$ cat src/i2c_rts_pkg.sv
// Package for the I2C register transaction sequencer.
// It holds the word types, function, command, phase, bus action and status codes.
// It has no dependencies; the core and the top level both use it.
package i2c_rts_pkg;

  localparam logic [1:0] FUNC_STEP  = 2'd0;
  localparam logic [1:0] FUNC_READ  = 2'd1;
  localparam logic [1:0] FUNC_WRITE = 2'd2;

  localparam logic [1:0] CMD_NONE  = 2'd0;
  localparam logic [1:0] CMD_READ  = 2'd1;
  localparam logic [1:0] CMD_WRITE = 2'd2;

  localparam logic [3:0] PH_DEV     = 4'd0;
  localparam logic [3:0] PH_REG     = 4'd1;
  localparam logic [3:0] PH_RESTART = 4'd2;
  localparam logic [3:0] PH_RDREQ   = 4'd3;
  localparam logic [3:0] PH_RDTAKE  = 4'd4;
  localparam logic [3:0] PH_WAIT    = 4'd5;
  localparam logic [3:0] PH_RECOVER = 4'd6;
  localparam logic [3:0] PH_DATA    = 4'd7;
  localparam logic [3:0] PH_STOP    = 4'd8;

  localparam logic [2:0] ACT_NONE    = 3'd0;
  localparam logic [2:0] ACT_START   = 3'd1;
  localparam logic [2:0] ACT_RESTART = 3'd2;
  localparam logic [2:0] ACT_SEND    = 3'd3;
  localparam logic [2:0] ACT_RDACK   = 3'd4;
  localparam logic [2:0] ACT_RDNACK  = 3'd5;
  localparam logic [2:0] ACT_STOP    = 3'd6;
  localparam logic [2:0] ACT_RECOVER = 3'd7;

  localparam logic [2:0] ST_IDLE    = 3'd0;
  localparam logic [2:0] ST_READING = 3'd1;
  localparam logic [2:0] ST_WRITING = 3'd2;
  localparam logic [2:0] ST_RDONE   = 3'd3;
  localparam logic [2:0] ST_WDONE   = 3'd4;

  localparam logic [7:0] READ_BIT = 8'h01;

  typedef struct packed {
    logic [1:0] func;
    logic [7:0] dev_addr;
    logic [7:0] reg_addr;
    logic [7:0] byte_count;
    logic [7:0] write_data;
    logic       xfer_done;
    logic       arb_lost;
    logic [7:0] rx_byte;
  } in_word_t;

  typedef struct packed {
    logic [2:0] bus_action;
    logic [7:0] tx_byte;
    logic       clear_done;
    logic [2:0] status;
    logic       rx_valid;
    logic [7:0] rx_index;
    logic [7:0] rx_data;
    logic       last;
  } out_word_t;

endpackage

$ cat src/i2c_register_transaction_sequencer_top.sv
// I2C register transaction sequencer: input word register, result register
// and the sequencer core. Depends on i2c_rts_pkg and i2c_rts_core.
//
// Usage: each input word is either a register read or write request
// (func 1 or 2) or a step (func 0) carrying the bus engine's sampled flags.
// Every accepted word yields exactly one result word: the bus action to
// issue, the byte to send, the done-flag clear, the status, any delivered
// received byte and a flag marking the end of the transaction.
// Both channels use valid and stall; a word moves when valid is high and
// stall is low. An accepted word is held in the input register until the
// result register has room; the core evaluates it combinationally and the
// result register then loads the result.
// One word can be accepted every cycle while the receiver does not stall,
// as the core updates its state on each advance.
// While the receiver stalls, the pending result holds and one more word
// may still be taken into the input register; further words are stalled.
// Reset clears the sequencer to idle with no pending words.
module i2c_register_transaction_sequencer_top (
  input  logic       clk_i,
  input  logic       rst_ni,
  input  logic       in_valid_i,
  output logic       in_stall_o,
  input  logic [1:0] func_i,
  input  logic [7:0] dev_addr_i,
  input  logic [7:0] reg_addr_i,
  input  logic [7:0] byte_count_i,
  input  logic [7:0] write_data_i,
  input  logic       xfer_done_i,
  input  logic       arb_lost_i,
  input  logic [7:0] rx_byte_i,
  output logic       out_valid_o,
  input  logic       out_stall_i,
  output logic [2:0] bus_action_o,
  output logic [7:0] tx_byte_o,
  output logic       clear_done_o,
  output logic [2:0] status_o,
  output logic       rx_valid_o,
  output logic [7:0] rx_index_o,
  output logic [7:0] rx_data_o,
  output logic       last_o
);

  logic                   in_v_q;
  i2c_rts_pkg::in_word_t  in_word_q;
  logic                   out_v_q;
  i2c_rts_pkg::out_word_t out_word_q;
  i2c_rts_pkg::out_word_t core_res;
  logic                   out_free;
  logic                   adv;
  logic                   in_acc;

  assign out_free   = !out_v_q || !out_stall_i;
  assign adv        = in_v_q && out_free;
  assign in_stall_o = in_v_q && !out_free;
  assign in_acc     = in_valid_i && !in_stall_o;

  always_ff @(posedge clk_i or negedge rst_ni) begin
    if (!rst_ni) begin
      in_v_q <= 1'b0;
    end else if (in_acc || adv) begin
      in_v_q <= in_acc;
    end
  end

  always_ff @(posedge clk_i) begin
    if (in_acc) begin
      in_word_q.func       <= func_i;
      in_word_q.dev_addr   <= dev_addr_i;
      in_word_q.reg_addr   <= reg_addr_i;
      in_word_q.byte_count <= byte_count_i;
      in_word_q.write_data <= write_data_i;
      in_word_q.xfer_done  <= xfer_done_i;
      in_word_q.arb_lost   <= arb_lost_i;
      in_word_q.rx_byte    <= rx_byte_i;
    end
  end

  i2c_rts_core u_core (
    .clk_i  (clk_i),
    .rst_ni (rst_ni),
    .adv_i  (adv),
    .word_i (in_word_q),
    .res_o  (core_res)
  );

  always_ff @(posedge clk_i or negedge rst_ni) begin
    if (!rst_ni) begin
      out_v_q <= 1'b0;
    end else if (out_free) begin
      out_v_q <= adv;
    end
  end

  always_ff @(posedge clk_i) begin
    if (adv) begin
      out_word_q <= core_res;
    end
  end

  assign out_valid_o  = out_v_q;
  assign bus_action_o = out_word_q.bus_action;
  assign tx_byte_o    = out_word_q.tx_byte;
  assign clear_done_o = out_word_q.clear_done;
  assign status_o     = out_word_q.status;
  assign rx_valid_o   = out_word_q.rx_valid;
  assign rx_index_o   = out_word_q.rx_index;
  assign rx_data_o    = out_word_q.rx_data;
  assign last_o       = out_word_q.last;

  // A done-flag clear never coincides with a new bus action.
  a_clear_quiet : assert property (@(posedge clk_i) disable iff (!rst_ni)
    (out_v_q && out_word_q.clear_done) |-> (out_word_q.bus_action == i2c_rts_pkg::ACT_NONE))
    else $error("clear_done issued together with a bus action");

  // The end of a transaction is always a stop with a completion status.
  a_last_stop : assert property (@(posedge clk_i) disable iff (!rst_ni)
    (out_v_q && out_word_q.last) |->
      ((out_word_q.bus_action == i2c_rts_pkg::ACT_STOP) &&
       ((out_word_q.status == i2c_rts_pkg::ST_RDONE) ||
        (out_word_q.status == i2c_rts_pkg::ST_WDONE))))
    else $error("transaction end without stop or completion status");

  // A delivered byte belongs to a read.
  a_rx_read : assert property (@(posedge clk_i) disable iff (!rst_ni)
    (out_v_q && out_word_q.rx_valid) |->
      ((out_word_q.status == i2c_rts_pkg::ST_READING) ||
       (out_word_q.status == i2c_rts_pkg::ST_RDONE)))
    else $error("received byte delivered outside a read");

  // The input register only moves on when the result register has room.
  a_adv_room : assert property (@(posedge clk_i) disable iff (!rst_ni)
    (in_v_q && out_v_q && out_stall_i) |=> (in_v_q && $stable(in_word_q)))
    else $error("input word lost while result register full");

endmodule

$ cat src/i2c_rts_core.sv
// Sequencer core: transaction state registers and the single-step logic.
// It turns one registered input word into one result word per advance.
// Depends on i2c_rts_pkg.
module i2c_rts_core (
  input  logic                  clk_i,
  input  logic                  rst_ni,
  input  logic                  adv_i,
  input  i2c_rts_pkg::in_word_t word_i,
  output i2c_rts_pkg::out_word_t res_o
);

  logic [1:0] cmd_q, cmd_d;
  logic [3:0] phase_q, phase_d;
  logic [3:0] paw_q, paw_d;
  logic [3:0] retry_q, retry_d;
  logic [7:0] bytes_q, bytes_d;
  logic       lrf_q, lrf_d;
  logic [7:0] dev_q, dev_d;
  logic [7:0] reg_q, reg_d;
  logic [7:0] cnt_q, cnt_d;
  logic [7:0] wbyte_q, wbyte_d;
  logic [2:0] status_q, status_d;
  logic       rd;
  logic       is_req;
  logic       last_rd;

  assign rd      = (cmd_q == i2c_rts_pkg::CMD_READ);
  assign is_req  = (word_i.func == i2c_rts_pkg::FUNC_READ) ||
                   (word_i.func == i2c_rts_pkg::FUNC_WRITE);
  assign last_rd = ({1'b0, bytes_q} + 9'd1) >= {1'b0, cnt_q};

  always_comb begin
    cmd_d    = cmd_q;
    phase_d  = phase_q;
    paw_d    = paw_q;
    retry_d  = retry_q;
    bytes_d  = bytes_q;
    lrf_d    = lrf_q;
    dev_d    = dev_q;
    reg_d    = reg_q;
    cnt_d    = cnt_q;
    wbyte_d  = wbyte_q;
    status_d = status_q;
    res_o    = '0;

    if (is_req) begin
      // A request while a transaction is running is dropped.
      if (cmd_q == i2c_rts_pkg::CMD_NONE) begin
        dev_d   = word_i.dev_addr;
        reg_d   = word_i.reg_addr;
        cnt_d   = (word_i.byte_count == 8'd0) ? 8'd1 : word_i.byte_count;
        wbyte_d = word_i.write_data;
        if (word_i.func == i2c_rts_pkg::FUNC_READ) begin
          cmd_d    = i2c_rts_pkg::CMD_READ;
          status_d = i2c_rts_pkg::ST_READING;
        end else begin
          cmd_d    = i2c_rts_pkg::CMD_WRITE;
          status_d = i2c_rts_pkg::ST_WRITING;
        end
        phase_d = i2c_rts_pkg::PH_DEV;
        bytes_d = 8'd0;
      end
    end else if (cmd_q == i2c_rts_pkg::CMD_NONE) begin
      status_d = i2c_rts_pkg::ST_IDLE;
    end else begin
      unique case (phase_q)
        i2c_rts_pkg::PH_DEV: begin
          status_d = rd ? i2c_rts_pkg::ST_READING : i2c_rts_pkg::ST_WRITING;
          bytes_d  = 8'd0;
          res_o.bus_action = i2c_rts_pkg::ACT_START;
          res_o.tx_byte    = dev_q;
          if (word_i.arb_lost) begin
            retry_d = i2c_rts_pkg::PH_DEV;
            phase_d = i2c_rts_pkg::PH_RECOVER;
          end else begin
            paw_d   = i2c_rts_pkg::PH_REG;
            phase_d = i2c_rts_pkg::PH_WAIT;
          end
        end
        i2c_rts_pkg::PH_REG: begin
          res_o.bus_action = i2c_rts_pkg::ACT_SEND;
          res_o.tx_byte    = reg_q;
          if (word_i.arb_lost) begin
            retry_d = i2c_rts_pkg::PH_REG;
            phase_d = i2c_rts_pkg::PH_RECOVER;
          end else begin
            paw_d   = rd ? i2c_rts_pkg::PH_RESTART : i2c_rts_pkg::PH_DATA;
            phase_d = i2c_rts_pkg::PH_WAIT;
          end
        end
        i2c_rts_pkg::PH_RESTART: begin
          if (!rd) begin
            phase_d = i2c_rts_pkg::PH_DEV;
          end else begin
            res_o.bus_action = i2c_rts_pkg::ACT_RESTART;
            res_o.tx_byte    = dev_q | i2c_rts_pkg::READ_BIT;
            if (word_i.arb_lost) begin
              retry_d = i2c_rts_pkg::PH_RESTART;
              phase_d = i2c_rts_pkg::PH_RECOVER;
            end else begin
              paw_d   = i2c_rts_pkg::PH_RDREQ;
              phase_d = i2c_rts_pkg::PH_WAIT;
            end
          end
        end
        i2c_rts_pkg::PH_RDREQ: begin
          if (!rd) begin
            phase_d = i2c_rts_pkg::PH_DEV;
          end else begin
            lrf_d = last_rd;
            res_o.bus_action = last_rd ? i2c_rts_pkg::ACT_RDNACK : i2c_rts_pkg::ACT_RDACK;
            paw_d   = i2c_rts_pkg::PH_RDTAKE;
            phase_d = i2c_rts_pkg::PH_WAIT;
          end
        end
        i2c_rts_pkg::PH_RDTAKE: begin
          if (!rd) begin
            phase_d = i2c_rts_pkg::PH_DEV;
          end else begin
            res_o.rx_valid = 1'b1;
            res_o.rx_index = bytes_q;
            res_o.rx_data  = word_i.rx_byte;
            bytes_d        = bytes_q + 8'd1;
            if (lrf_q) begin
              res_o.bus_action = i2c_rts_pkg::ACT_STOP;
              res_o.last       = 1'b1;
              status_d         = i2c_rts_pkg::ST_RDONE;
              cmd_d            = i2c_rts_pkg::CMD_NONE;
              phase_d          = i2c_rts_pkg::PH_DEV;
            end else begin
              phase_d = i2c_rts_pkg::PH_RDREQ;
            end
          end
        end
        i2c_rts_pkg::PH_WAIT: begin
          if (word_i.xfer_done) begin
            res_o.clear_done = 1'b1;
            phase_d          = paw_q;
          end
        end
        i2c_rts_pkg::PH_RECOVER: begin
          res_o.bus_action = i2c_rts_pkg::ACT_RECOVER;
          phase_d          = retry_q;
        end
        i2c_rts_pkg::PH_DATA: begin
          if (rd) begin
            phase_d = i2c_rts_pkg::PH_DEV;
          end else begin
            res_o.bus_action = i2c_rts_pkg::ACT_SEND;
            res_o.tx_byte    = wbyte_q;
            paw_d            = i2c_rts_pkg::PH_STOP;
            phase_d          = i2c_rts_pkg::PH_WAIT;
          end
        end
        i2c_rts_pkg::PH_STOP: begin
          if (rd) begin
            phase_d = i2c_rts_pkg::PH_DEV;
          end else begin
            res_o.bus_action = i2c_rts_pkg::ACT_STOP;
            res_o.last       = 1'b1;
            status_d         = i2c_rts_pkg::ST_WDONE;
            cmd_d            = i2c_rts_pkg::CMD_NONE;
            phase_d          = i2c_rts_pkg::PH_DEV;
          end
        end
        default: begin
          phase_d = i2c_rts_pkg::PH_DEV;
        end
      endcase
    end

    res_o.status = status_d;
  end

  always_ff @(posedge clk_i or negedge rst_ni) begin
    if (!rst_ni) begin
      cmd_q    <= i2c_rts_pkg::CMD_NONE;
      phase_q  <= i2c_rts_pkg::PH_DEV;
      paw_q    <= i2c_rts_pkg::PH_DEV;
      retry_q  <= i2c_rts_pkg::PH_DEV;
      bytes_q  <= 8'd0;
      lrf_q    <= 1'b0;
      dev_q    <= 8'd0;
      reg_q    <= 8'd0;
      cnt_q    <= 8'd0;
      wbyte_q  <= 8'd0;
      status_q <= i2c_rts_pkg::ST_IDLE;
    end else if (adv_i) begin
      cmd_q    <= cmd_d;
      phase_q  <= phase_d;
      paw_q    <= paw_d;
      retry_q  <= retry_d;
      bytes_q  <= bytes_d;
      lrf_q    <= lrf_d;
      dev_q    <= dev_d;
      reg_q    <= reg_d;
      cnt_q    <= cnt_d;
      wbyte_q  <= wbyte_d;
      status_q <= status_d;
    end
  end

endmodule
$ cat config.mk
export PLATFORM = sky130hd
export DESIGN_NAME = i2c_register_transaction_sequencer_top
export DESIGN_NICKNAME = d
export VERILOG_FILES = /design/src/i2c_rts_pkg.sv /design/src/i2c_register_transaction_sequencer_top.sv /design/src/i2c_rts_core.sv
export SDC_FILE = /design/constraint.sdc
export NUM_CORES = 1
export LEC_CHECK = 0
export ABC_AREA = 1
export BUFFER_PORTS_ARGS = -buffer_cell sky130_fd_sc_hd__buf_4
export CAP_MARGIN = 40
export CORE_MARGIN = 2
export CORE_UTILIZATION = 62
export CTS_BUF_LIST = sky130_fd_sc_hd__clkbuf_8
export CTS_CLUSTER_DIAMETER = 60
export DETAILED_ROUTE_END_ITERATION = 6
export GPL_TIMING_DRIVEN = 0
export PLACE_DENSITY_LB_ADDON = 0.3
export SLEW_MARGIN = 30
export SYNTH_ARGS = -nofsm -noshare
export SYNTH_HDL_FRONTEND = slang
export SYNTH_SLANG_ARGS = --single-unit
$ cat constraint.sdc
create_clock -name clk_i -period 4.8 [get_ports clk_i]
set_input_delay 0.72 -clock clk_i [delete_from_list [all_inputs] [get_ports clk_i]]
set_output_delay 0.72 -clock clk_i [all_outputs]
set_load 0.1 [all_outputs]
* After elaboration in Yosys (flattened, before gate mapping)
Index checks and enable logic that the tools add are counted.
** Word-level totals
- Input port bits :: 48
- Register bits after elaboration :: 137
** Operators by class
- Equal/unequal tests :: 26
- Bitwise operators :: 5
- Reductions and logical operators :: 29
- Magnitude comparators :: 1
- Multiplexer cells :: 61
- Add/subtract/negate cells :: 2
** Operators with widths (number)
- 4-bit 2-to-1 mux :: 16
- 8-bit 2-to-1 mux :: 5
- 3-bit 2-to-1 mux :: 13
- 8-bit case mux with 4 select lines :: 1
- 4-bit case mux with 7 select lines :: 1
- 3-bit case mux with 8 select lines :: 1
- 2-bit 2-to-1 mux :: 11
- 10-bit 2-to-1 mux :: 2
- 4-bit case mux with 5 select lines :: 1
- 18-bit 2-to-1 mux :: 1
- 4-bit by 3-bit == test with 1-bit output (second input constant) :: 4
- 2-bit != test (second input constant) :: 8
- 8-bit case mux with 2 select lines :: 1
- 4-bit case mux with 3 select lines :: 1
- 10-bit AND reduction :: 1
- 5-bit AND reduction :: 2
- 8-bit by 1-bit adder with 9-bit output (second input constant) :: 1
- 9-bit by 8-bit >= comparator with 1-bit output :: 1
- 3-bit case mux with 3 select lines :: 1
- 3-bit nonzero test :: 3
- 8-bit by 1-bit adder with 8-bit output (second input constant) :: 1
- 4-bit by 2-bit == test with 1-bit output (second input constant) :: 2
- 8-bit zero test :: 1
- 8-bit AND reduction :: 1
- 24 further kinds :: 44

* Depth between registers and ports, before layout
- Depth in word-level cells :: 7
- Gate-level depth with buffers :: 15

* Cells and area by module
From an unflattened synthesis, not the netlist that was laid out.
** Unflattened totals
- Cell total of the unflattened synthesis :: 509
- Area total of the unflattened synthesis :: 5779.3 µm²
** Modules (own cells, without submodules)
- i2c_rts_core :: cells each 420, seq. area each 1401.3 µm², times used 1, area an instance 3372.0 µm²
- i2c_register_transaction_sequencer_top :: cells each 89, seq. area each 2362.3 µm², times used 1, area an instance 2407.3 µm²

* Worst setup path before layout
Ideal clock, no wire load.
- Path kind :: register -> output
- Start point :: register out_v_q (netlist: out_valid_o)
- End point :: output in_stall_o
- Setup slack :: 1605 ps
- Arrival time :: 2475 ps
- Cell stages (with the launch flop) :: 3
- Cell sequence :: dfrtp_1 nand2_1 nor2_1
** On the way
- Word-level cells in the longest chain between the ends :: 4
** Ends and longest elaborated chain
- start: declaration :: RTL line i2c_register_transaction_sequencer_top.sv:45 : logic out_v_q;
- start signal: assignment :: RTL line i2c_register_transaction_sequencer_top.sv:90 : out_v_q <= adv;
- 1-bit zero test :: RTL line i2c_register_transaction_sequencer_top.sv:52 : assign out_free = !out_v_q || !out_stall_i;
- 1-bit logical OR :: RTL line i2c_register_transaction_sequencer_top.sv:52
- 1-bit zero test :: RTL line i2c_register_transaction_sequencer_top.sv:54 : assign in_stall_o = in_v_q && !out_free;
- 1-bit logical AND :: RTL line i2c_register_transaction_sequencer_top.sv:54
- end: declaration :: RTL line i2c_register_transaction_sequencer_top.sv:22 : output logic in_stall_o,
Every way passes these cells.

* Worst setup path in the final report
- Start point :: register in_word_q[43] (netlist bit)
- End point :: register u_core.phase_q[0]
** On the way
- Word-level cells in the longest chain between the ends :: 4
** Ends and longest elaborated chain
- start: declaration :: RTL line i2c_register_transaction_sequencer_top.sv:44 : i2c_rts_pkg::in_word_t in_word_q;
- 2-bit by 1-bit == test with 1-bit output or 2-bit == test (tied branches) :: RTL line i2c_rts_core.sv:28, i2c_rts_core.sv:29
- 1-bit logical OR (*) :: RTL line i2c_rts_core.sv:28 : assign is_req = (word_i.func == i2c_rts_pkg::FUNC_READ) ||
- 2-bit by 1-bit != test with 1-bit output (no source line) or 2-bit != test (tied branches)
- 4-bit AND reduction (no source line)
- end signal: assignment :: RTL line i2c_rts_core.sv:178 : phase_q <= i2c_rts_pkg::PH_DEV;
- end signal: assignment :: RTL line i2c_rts_core.sv:190 : phase_q <= phase_d;
- end: declaration :: RTL line i2c_rts_core.sv:13 : logic [3:0] phase_q, phase_d;
Mark *: on every way between the ends. The rest lies on a longest branch, timed or not.
A chain may end at the register's enable or synchronous reset.

==> metrics.md <==
| Metric | Value |
|---|---|
| Status | finished, final reports clean |
| Die ar. | roughly 10000 sq um |
| Final Skew | ~14 ps |
| Sequential area share after synthesis | about 65% |
| Largest area contributor in the netlist | edfxtp_1 |
| Hold crit path type | in2async |
| Vias per inst | approximately 5.5 |
| Least-Margin Pin Slew | between 500 and 600 ps |
| Switching share of power | approximately two fifths |
| Root Driver | clkbuf_8 |
| Cells after synthesis | 539 |
| Fin crit share | 48.1% |
| Overall power | ~3.9 mW |
| Arr. time, crit path | ~2700 ps |
| FFs w/ async S/R, synth | roughly 43% |
| Psw | 1.57 mW |
| Synth unique cells | 33 |
| TritonCTS buffer count | 17 |
| Final setup viols | 0 |
| Max clock buf depth | 2 |
| Max cap viols | 0 |
| WHS | between 100 and 150 ps |
| Yosys reg bits | between 100 and 150 |
| Synth top area share | 40.0% |
| Port bufs | 82 |
| Via count | around 4200 |
| Critical Path Fanout Max | 8 |
| CTS Hold Bufs | 0 |
| Initial Util | a little over three fifths |
| Drc violations | 0 |
| Post-Route WL | between 10000 and 15000 um |
| Post-synth EDFFs | 77 |
| # H-tree levels | 4 |
| Initial antenna violation count | 0 |
| Pleak | ~3.1 nW |
| FP Rows | 35 |
| Final slew viol count | 0 |
| Startpoint types | flip-flop |
| Largest net degree at the start of global routing | between 50 and 60 |
| Design area | ~7000 sq um |
| WL per Instance | roughly 16 um |
| TritonRoute pass-1 iters | 6 |
| Reg power frac | a little over two fifths |
| PwrDens | between 500 and 600 nW/um^2 |
| I/O Pins | between 80 and 90 |
| Clk pwr share | around a quarter |
| Clk pin slew, worst setup/hold paths | ~90 ps |
| Fillers | slightly below 600 |
| Crit end category | flip-flop |
| CTS tree | yes |
| Post-route minimum period | around 2300 ps |
| Combinational cell fraction of total power | between 30% and 40% |
| Initial drt markers | around 270 |
| Peak VDD IR | about 0.29 mV |
| CTS Sinks | approximately 140 |
| Syn_nets | 600 |
| HPWL after DPL | about 8400 um |
| Finished Layout Cells | around 770 |
| ANT cells | 0 |
| Routability Congestion | 0.911 |
| Vias in the first global route | between 4000 and 5000 |
| Ranking of synthesized cells by area | edfxtp_1 40%, dfrtp_1 25%, nand2_1 6.7%, inv_1 4.5%, nor2_1 3.0% |
| Worst path required time | about 5200 ps |
| RSZ-0062 raised after global routing | no |
| Grt total ovfl | 0 |
| Synthesized area per cell | ~11 sq um |
| Top_reg_cell synth | edfxtp_1 |
| Highest clock rate | around 430 MHz |
| Int Pwr | roughly 2.3 mW |
| Synth-to-Final Area Change | 21.0% |
| Die Wd | between 100 and 150 um |
| Global-route wire length before repair | ~20000 um |
| Fin. Hold Viols | 0 |
| Layout Nets | slightly above 700 |
| Placed Area | around 6600 sq um |
| Count leader, synth | nand2_1 |
| Layout cells sized above 1 | between 20% and 30% |
| Crit Path Class | reg2reg |
| Final core occ | ~76% |
| Post-Syn Area | about 5800 sq um |
| Commonest cells in the synthesized netlist | 103 x nand2_1, 77 x edfxtp_1, 70 x inv_1, 58 x dfrtp_1, 46 x nor2_1 |
| Final setup TNS | 0 ps |
| Post_cts resized | 0 |
| Slew headroom | 63.7% |
| Post-route ant nets | 0 |
| Total track usage | between 20% and 30% |
| Post CTS Setup Buffer Count | 0 |
| Setup WS pre-CTS | 2050 ps |
| Core area | around 9200 sq um |
| Worst-Skew Late Latency | approximately 450 ps |
| Placed cell count | 733 |
| Die span in y | approximately 100 um |
| Reg-to-reg slack, setup | about 2500 ps |
| YS warnings | 0 |
| Final setup slack of the worst path | around 2500 ps |
## layout make-up
type	count	area [sq um]	area share [%]
flip-flops and latches	135	3760	53.8
multi-input cells	313	1660	23.7
repair buffers	85	683	9.76
inverters	81	307	4.38
clock buffers	17	234	3.34
clock inverters	15	158	2.25
well taps	111	139	1.98
plain buffers	10	58.8	0.840
## path summary, 6_finish.rpt
path | cells after the start | from | endpoint
worst min-delay path | 1 | rst_ni | out_valid_o$_DFFE_PN0P_
max in group asynchronous | 2 | rst_ni | u_core.reg_q[4]$_DFFE_PN0P_
min in group clk_i | 1 | dev_addr_i[2] | in_word_q[36]$_DFFE_PP_
worst min register to register | 2 | in_word_q[11]$_DFFE_PP_ | u_core.wbyte_q[1]$_DFFE_PN0P_
worst max-delay path | 8 | in_word_q[43]$_DFFE_PP_ | u_core.phase_q[0]$_DFFE_PN0P_
worst max register to register | 8 | in_word_q[43]$_DFFE_PP_ | u_core.phase_q[0]$_DFFE_PN0P_
## layout by cell type (no fill, tap or decap), drive strengths merged
cell type,count
bufinv,1
edfxtp,77
xor2,3
a31oi,1
ha,13
nand2,110
o2111ai,2
clkbuf,21
clkinv,2
nand3,18
nor4,1
nor2,55
mux2,7
clkinvlp,3
o22ai,9
a211oi,1
inv,90
nand4,6
dfrtp,58
a21oi,19
o21ai,57
buf,91
nor3,11
## logic make-up after synthesis
group / Yosys count / share of synthesized area, %
flops: 135 / 65.1
fa+ha+maj: 13 / 2.81
xor+xnor: 3 / 0.454
mux: 7 / 1.36
simple gates: 201 / 15.9
compound gates: 89 / 8.15
buf+inv: 91 / 6.31
## worst max-delay path, cell delays in order, from the launching register on
cell and delay, ps:
edfxtp_1 420, ha_1 520, inv_2 170, ha_1 220, a211oi_1 360, nand2_1 170, inv_2 120, nand3_1 110
o21ai_1 150
## power by group through the flow
| stage | Clock [mW] | Sequential (mW) | Combinational [mW] |
|---|---|---|---|
| floorplan | 0 | 1.88 | 0.690 |
| global placement | 0 | 1.64 | 1.23 |
| detailed placement | 0 | 1.65 | 1.27 |
| CTS | 0.941 | 1.63 | 1.29 |
| global route | 0.991 | 1.65 | 1.42 |
| finish | 0.940 | 1.63 | 1.30 |
## state kept, by name (all words and copies together), names as in the netlist, 2 cells and up
| register | count |
|---|---|
| u_core.reg_q | 8 |
| bus_action_o | 3 |
| u_core.dev_q | 8 |
| rx_index_o | 8 |
| status_o | 3 |
| in_word_q | 44 |
| u_core.bytes_q | 8 |
| u_core.phase_q | 4 |
| u_core.paw_q | 4 |
| u_core.cmd_q | 2 |
| tx_byte_o | 8 |
| rx_data_o | 8 |
| u_core.retry_q | 2 |
| u_core.wbyte_q | 8 |
| u_core.status_q | 3 |
| u_core.cnt_q | 8 |
## metal layers
metal | GRT usage (%) | vias to the layer above | wire [um]
met1 | 33.3 | 2028 | 5150
met2 | 43.2 | 152 | 6350
li1 | - | 2006 | -
met3 | 5.48 | 38 | 608
met4 | 12.2 | 0 | 345
met5 | 0 | - | 0
Note: power is estimated with default switching activity, not from simulation.
